**src/sv/iss_pkg.sv**
```systemverilog
`timescale 1ns / 1ps
// ----------------------------------------------------------------------------
// Indexed sequence store package
// Shared sizes, action and status codes, and the transfer payload types.
// ----------------------------------------------------------------------------
package iss_pkg;

   localparam int DEPTH          = 16;
   localparam int DATA_WIDTH_DEF = 32;
   localparam int IDX_W          = $clog2(DEPTH);
   localparam int CNT_W          = $clog2(DEPTH + 1);

   localparam logic [2:0] ACT_APPEND  = 3'd0;
   localparam logic [2:0] ACT_PREPEND = 3'd1;
   localparam logic [2:0] ACT_INSERT  = 3'd2;
   localparam logic [2:0] ACT_REMOVE  = 3'd3;
   localparam logic [2:0] ACT_READ    = 3'd4;

   localparam logic [1:0] ST_OK     = 2'd0;
   localparam logic [1:0] ST_BOUNDS = 2'd1;
   localparam logic [1:0] ST_FULL   = 2'd2;

   typedef struct packed {
      logic [2:0]         action;
      logic [4:0]         position;
      logic signed [31:0] word_in;
   } req_type;

   typedef struct packed {
      logic signed [31:0] word_out;
      logic [1:0]         status;
      logic [4:0]         length;
   } rsp_type;

   typedef struct packed {
      logic             ins;
      logic             del;
      logic [IDX_W-1:0] idx;
   } iss_cmd_type;

endpackage

```
**src/sv/iss_entries.sv**
```systemverilog
`timescale 1ns / 1ps
// ----------------------------------------------------------------------------
// Indexed sequence store entries
// Entry registers with parallel open-slot and close-slot shifting and a read
// port.
// ----------------------------------------------------------------------------
module iss_entries #(
   parameter int DATA_WIDTH = iss_pkg::DATA_WIDTH_DEF
) (
   input  logic                          clock,
   input  iss_pkg::iss_cmd_type          cmd,
   input  logic [DATA_WIDTH-1:0]         wr_word,
   input  logic [iss_pkg::IDX_W-1:0]     rd_idx,
   output logic [DATA_WIDTH-1:0]         rd_word
);
   import iss_pkg::*;

   logic [DATA_WIDTH-1:0] ent_ff [DEPTH];
   logic [DATA_WIDTH-1:0] ent_in [DEPTH];

   for (genvar g = 0; g < DEPTH; g++) begin : g_ent
      logic below;
      logic at;
      assign below = IDX_W'(g) < cmd.idx;
      assign at    = IDX_W'(g) == cmd.idx;

      always_comb begin
         ent_in[g] = ent_ff[g];
         if (cmd.ins && !below) begin
            if (at) begin
               ent_in[g] = wr_word;
            end else begin
               if (g > 0) begin
                  ent_in[g] = ent_ff[(g > 0) ? g - 1 : 0];
               end
            end
         end else if (cmd.del && !below) begin
            if (g < DEPTH - 1) begin
               ent_in[g] = ent_ff[(g < DEPTH - 1) ? g + 1 : g];
            end
         end
      end

      always_ff @(posedge clock) begin
         ent_ff[g] <= ent_in[g];
      end
   end

   assign rd_word = ent_ff[rd_idx];

endmodule

```
**src/sv/indexed_sequence_store.sv**
```systemverilog
`timescale 1ns / 1ps
// ----------------------------------------------------------------------------
// Indexed sequence store
// Ordered sequence of up to DEPTH words with append, prepend, insert, remove
// and read by position; one response per request.
// ----------------------------------------------------------------------------
//   channel   ports                          direction
//   request   req_valid req_stall req_data   in  (action, position, word_in)
//   response  rsp_valid rsp_stall rsp_data   out (word_out, status, length)
//
// One request per cycle sustained while rsp_stall is low; a request passes the
// input register, then the response register, before its response is valid.
// All entries shift in parallel in the cycle the request leaves the input
// register, so the next request sees the updated sequence.
// Reset clears the entry count and both valid flags; entry contents are
// undefined until written.
// A stalled response holds the request in the input register.
// ----------------------------------------------------------------------------
module indexed_sequence_store #(
   parameter int DATA_WIDTH = iss_pkg::DATA_WIDTH_DEF
) (
   input  logic             clock,
   input  logic             reset,
   input  logic             req_valid,
   output logic             req_stall,
   input  iss_pkg::req_type req_data,
   output logic             rsp_valid,
   input  logic             rsp_stall,
   output iss_pkg::rsp_type rsp_data
);
   import iss_pkg::*;

   logic             v1_ff, v1_in;
   req_type          r1_ff;
   logic             v2_ff, v2_in;
   rsp_type          r2_ff, r2_in;
   logic [CNT_W-1:0] count_ff, count_in;

   logic                  adv;
   logic                  full;
   logic                  in_ins_range;
   logic                  in_rd_range;
   logic                  rd_ok;
   logic [1:0]            status;
   iss_cmd_type           cmd;
   logic [63:0]           wide_in;
   logic [DATA_WIDTH-1:0] wr_word;
   logic [DATA_WIDTH-1:0] rd_word;
   logic signed [63:0]    rd_wide;

   assign adv       = v1_ff && (!v2_ff || !rsp_stall);
   assign req_stall = v1_ff && !adv;

   assign full         = count_ff == CNT_W'(DEPTH);
   assign in_ins_range = r1_ff.position <= 5'(count_ff);
   assign in_rd_range  = r1_ff.position < 5'(count_ff);

   assign wide_in = {32'b0, r1_ff.word_in};
   assign wr_word = wide_in[DATA_WIDTH-1:0];

   always_comb begin
      cmd.ins = 1'b0;
      cmd.del = 1'b0;
      cmd.idx = r1_ff.position[IDX_W-1:0];
      rd_ok   = 1'b0;
      status  = ST_OK;
      unique case (r1_ff.action)
         ACT_APPEND: begin
            cmd.idx = count_ff[IDX_W-1:0];
            if (full) begin
               status = ST_FULL;
            end else begin
               cmd.ins = 1'b1;
            end
         end
         ACT_PREPEND: begin
            cmd.idx = '0;
            if (full) begin
               status = ST_FULL;
            end else begin
               cmd.ins = 1'b1;
            end
         end
         ACT_INSERT: begin
            priority if (!in_ins_range) begin
               status = ST_BOUNDS;
            end else if (full) begin
               status = ST_FULL;
            end else begin
               cmd.ins = 1'b1;
            end
         end
         ACT_REMOVE: begin
            if (!in_rd_range) begin
               status = ST_BOUNDS;
            end else begin
               cmd.del = 1'b1;
            end
         end
         ACT_READ: begin
            if (!in_rd_range) begin
               status = ST_BOUNDS;
            end else begin
               rd_ok = 1'b1;
            end
         end
         default: begin
         end
      endcase
      cmd.ins = cmd.ins && adv;
      cmd.del = cmd.del && adv;
   end

   iss_entries #(
      .DATA_WIDTH(DATA_WIDTH)
   ) u_entries (
      .clock  (clock),
      .cmd    (cmd),
      .wr_word(wr_word),
      .rd_idx (r1_ff.position[IDX_W-1:0]),
      .rd_word(rd_word)
   );

   assign rd_wide = 64'(signed'(rd_word));

   always_comb begin
      count_in = count_ff;
      if (cmd.ins) begin
         count_in = count_ff + CNT_W'(1);
      end else if (cmd.del) begin
         count_in = count_ff - CNT_W'(1);
      end
      r2_in.word_out = rd_ok ? rd_wide[31:0] : 32'sd0;
      r2_in.status   = status;
      r2_in.length   = 5'(count_in);
   end

   assign v1_in = req_stall ? 1'b1 : req_valid;

   always_comb begin
      v2_in = v2_ff;
      if (adv) begin
         v2_in = 1'b1;
      end else if (!rsp_stall) begin
         v2_in = 1'b0;
      end
   end

   always_ff @(posedge clock) begin
      if (reset) begin
         v1_ff    <= 1'b0;
         v2_ff    <= 1'b0;
         count_ff <= '0;
      end else begin
         v1_ff    <= v1_in;
         v2_ff    <= v2_in;
         count_ff <= count_in;
      end
   end

   always_ff @(posedge clock) begin
      if (req_valid && !req_stall) begin
         r1_ff <= req_data;
      end
      if (adv) begin
         r2_ff <= r2_in;
      end
   end

   assign rsp_valid = v2_ff;
   assign rsp_data  = r2_ff;

   a_count_bound: assert property (@(posedge clock) disable iff (reset)
      count_ff <= CNT_W'(DEPTH))
      else $error("entry count above depth");

   a_full_len: assert property (@(posedge clock) disable iff (reset)
      rsp_valid && rsp_data.status == ST_FULL |-> rsp_data.length == 5'(DEPTH))
      else $error("full status with store not full");

   a_ins_count: assert property (@(posedge clock) disable iff (reset)
      cmd.ins |=> count_ff == $past(count_ff) + CNT_W'(1))
      else $error("insert did not advance count");

   a_err_zero: assert property (@(posedge clock) disable iff (reset)
      rsp_valid && rsp_data.status != ST_OK |-> rsp_data.word_out == 32'sd0)
      else $error("data word on failed transfer");

endmodule
```
**config.mk**
```make
export PLATFORM = sky130hd
export DESIGN_NAME = indexed_sequence_store
export DESIGN_NICKNAME = d
export VERILOG_FILES = /design/src/sv/iss_pkg.sv /design/src/sv/iss_entries.sv /design/src/sv/indexed_sequence_store.sv
export SDC_FILE = /design/constraint.sdc
export NUM_CORES = 1
export LEC_CHECK = 0
export BUFFER_PORTS_ARGS = -buffer_cell sky130_fd_sc_hd__buf_4
export CORE_MARGIN = 4
export CORE_UTILIZATION = 50
export CTS_CLUSTER_DIAMETER = 200
export DETAILED_ROUTE_END_ITERATION = 12
export GPL_ROUTABILITY_DRIVEN = 0
export GPL_TIMING_DRIVEN = 0
export PLACE_DENSITY = 0.68
export SLEW_MARGIN = 20
export SYNTH_ARGS = -nofsm -noshare
export SYNTH_HDL_FRONTEND = slang
export SYNTH_HIERARCHICAL = 1
export SYNTH_SLANG_ARGS = --single-unit
```
**constraint.sdc**
```tcl
create_clock -name clock -period 7.8 [get_ports clock]
set_input_delay 0.39 -clock clock [delete_from_list [all_inputs] [get_ports clock]]
set_output_delay 0.39 -clock clock [all_outputs]
set_load 0.005 [all_outputs]
```
==> flow_summary.ini <==
[cells_and_area]
finalNetCount = 2744
final_layout_size_suffix_gt1_share_pct = 34.32
syn2layout_area_growth_pct = 14.44
fin_util_pct = 57.73
finish.instance_area_mm2 = 0.03877

[synthesis]
ys_seq_elements = 598
yosysWarnings = 6
yosys-top-cells-area = edfxtp_1 52%, mux2_2 13%, mux4_2 8.5%
synth_common_cells = 591 x edfxtp_1, 390 x mux2_2, 331 x a21oi_1
yosysMostFrequentCell = edfxtp_1
yosys.area.top_type = edfxtp_1
ys_seq_area_share_pct = 52.80
async_flop_share_pct = 0
netlist_instances = 2469
ys.flop_type = edfxtp_1
synth_cell_type_count = 57
syn-num-nets = 2521
syn_area_per_cell_um2 = 13.72
synth_edf_count = 591
netlist_area_mm2 = 0.03388
synth_top_cell_area_share_pct = 52.38

[worst_setup_path]
worst_r2r_endpoint = u_entries/ent_ff[6][4]
r2r_start = r1_ff[35]
worstPathMaxFanout = 21
r2r_cells = 12
reg2reg_slack_ns = 2.60
worst-setup-path-type = reg2reg
worstPathRequired_ns = 8.09
worstSetupStartpointType = flip-flop
cp_data_arrival_time_ns = 5.49
crit_path_end_kind = flip-flop

[routing]
drt-total-wl_um = 113700
vias_per_cell = 6.783
drt_first_iter_violations = 2952
vias = 24520
drc = 0
dr.pass1.iters = 6
wl_per_cell_um = 31.45
antenna_left = 0

[cts]
ctsHtreeMaxLevel = 3
cts_buffers = 69
cts.sinks = 598
cts_resized = 0
cts_buffer_depth = 3
path_clk_slew_ns = 0.05
tritoncts = yes
cts-root-buf = clkbuf_16
insertion_delay_ns = 0.62
post-cts-setup-buffer-count = 0

[global_routing]
grt_pass1_wl_um = 164900
grtUsageMet1_pct = 41.31
grt_start_max_net_pins = 33
grt-ovfl-total = 0
grt_pass1_vias = 24770
grt.met3_usage_pct = 7.828
grt_use_total_pct = 31.27
antenna_found_initial = 3
grt_use_met2_pct = 47.95
busiest_layer = met2

[pwr]
leakage_uw = 0.01358
power_density_mw_per_mm2 = 195.1
ir_worst_vdd_mv = 0.1452

[sta]
min_period_ns = 5.196
setup_viol = 0
min_period_over_period_pct = 66.61
fin_skew_ns = 0.03278
grt_setup_unrepaired = false
report.final.slew_viol_count = 0
maxSlewHeadroom_pct = 20.74
worst_pin_slew_ns = 1.174
finalHoldViolations = 0
holdWs_ns = 0.1469
max_freq_ghz = 0.1925

[floorplanning]
ioPinCount = 85
start_util_pct = 50.45
die_h_um = 268.3
coreArea_mm2 = 0.06716
fp.dieW_um = 268.3
fp.dieArea_mm2 = 0.07198
row_count = 95

[placement]
dp_hpwl_um = 78950
place_area_mm2 = 0.03630
portBuffers = 84

[job]
maxCapViolations = 0

[worst_hold_path]
hold_class = in2reg
hold_start = reset
hold_depth = 3
whs_endpoint = count_ff[4]

[run_status]
status = completed
[cell families after synthesis]
| logic type | share of synthesized area (%) |
|---|---|
| multiplexers | 29.50 |
| flip-flops | 52.80 |
| AO/OA/AOI/OAI | 9.285 |
| AND/OR/NAND/NOR | 4.066 |
| buffers and inverters | 3.955 |
| adder cells (fa/ha/maj) | 0.2955 |
| XOR/XNOR | 0.1034 |
[flip-flops by register name (all words and copies together) (netlist names)]
| name | cells |
|---|---|
| v1_ff | 1 |
| wr_word | 32 |
| u_entries/ent_ff | 512 |
| r1_ff | 8 |
| rsp_valid | 1 |
| rsp_data | 39 |
| count_ff | 5 |
[layer usage]
metal / routed length (µm) / part of all wire (%)
met5: 26 / 0.023
met4: 6718 / 5.9
met3: 12010 / 11
met2: 51270 / 45
met1: 43670 / 38
[what timing repair did]
item                       4_1_cts  5_1_grt
hold buffers                    42        0
hold endpoints to repair        42        0
setup endpoints to repair        0        0
[critical path: stages (launching register included)]
cell	delay, ns
edfxtp_1	0.55
ha_1	0.27
a21oi_1	0.34
nor2b_1	0.26
a21o_2	0.21
and2_4	0.39
buf_12	0.26
clkbuf_1	0.35
nor2_1	0.34
nor2_4	0.67
buf_12	0.29
and2_2	0.61
buf_16	0.25
[per-stage QoR]
| stage | setup TNS [ns] | total power (µW) | cells | worst slack [ns] |
|---|---|---|---|---|
| after global placement | -276.44 | 4519 | 3426 | -1.529 |
| after CTS | 0 | 7591 | 3612 | 2.719 |
| after floorplan | 0 | 4242 | 2469 | 2.240 |
| final | 0 | 7564 | 3615 | 2.604 |
| after detailed placement | 0 | 4566 | 3452 | 2.744 |
| after global routing | 0 | 7787 | 3612 | 2.389 |
[how the worst max path moves through the flow]
stage	to	start	slack, ns	cells past startpoint
detailed placement	u_entries/ent_ff[6][7]	r1_ff[35]	2.74	12
global route	u_entries/ent_ff[6][2]	count_ff[2]	2.39	14
global placement	u_entries/ent_ff[4][18]	r1_ff[35]	-1.53	8
floorplan	u_entries/ent_ff[4][0]	count_ff[2]	2.24	10
finish	u_entries/ent_ff[6][4]	r1_ff[35]	2.60	12
CTS	u_entries/ent_ff[6][4]	count_ff[2]	2.72	14
[layout make-up]
class	count	area [µm²]
fillers	5287	28390
flip-flops and latches	598	17890
multi-input cells	1614	14800
clock buffers	83	1800
repair buffers	152	1602
plain buffers	248	1309
well taps	873	1092
clock inverters	35	234.0
inverters	9	33.78
diodes	3	7.507
[power breakdown]
group	internal (µW)	switching, µW
Sequential	3620	70.3
Combinational	355	492
Clock	1700	1330
Total	5680	1890
[layout by cell type, fill, tap and decap left out, types with 4 or more instances in the layout]
| cell type | Yosys | routed |
|---|---|---|
| mux2_2 | 390 | 390 |
| clkbuf_16 | 0 | 70 |
| buf_8 | 0 | 4 |
| and2_1 | 43 | 40 |
| nor2_1 | 87 | 83 |
| buf_12 | 0 | 10 |
| edfxtp_1 | 591 | 591 |
| nor2b_1 | 5 | 4 |
| clkinv_2 | 0 | 6 |
| buf_6 | 22 | 22 |
| a22oi_1 | 65 | 65 |
| nor4b_4 | 4 | 4 |
| mux2i_1 | 194 | 194 |
| clkbuf_1 | 85 | 96 |
| dfxtp_1 | 7 | 7 |
| ha_1 | 8 | 8 |
| buf_4 | 19 | 105 |
| nor4bb_1 | 4 | 4 |
| buf_2 | 110 | 110 |
| nand4_1 | 5 | 5 |
| o22ai_1 | 64 | 64 |
| nand2_1 | 102 | 102 |
| dlygate4sd3_1 | 0 | 42 |
| a21oi_1 | 331 | 328 |
| a21oi_2 | 4 | 4 |
| o21ai_1 | 15 | 15 |
| xnor2_1 | 4 | 4 |
| buf_1 | 11 | 11 |
| inv_1 | 9 | 7 |
| buf_16 | 0 | 10 |
| mux2_4 | 33 | 33 |
| o21ai_0 | 56 | 56 |
| mux2_1 | 25 | 25 |
| clkinv_1 | 0 | 23 |
| mux4_2 | 128 | 128 |
Note: power is estimated with default switching activity, not from simulation.
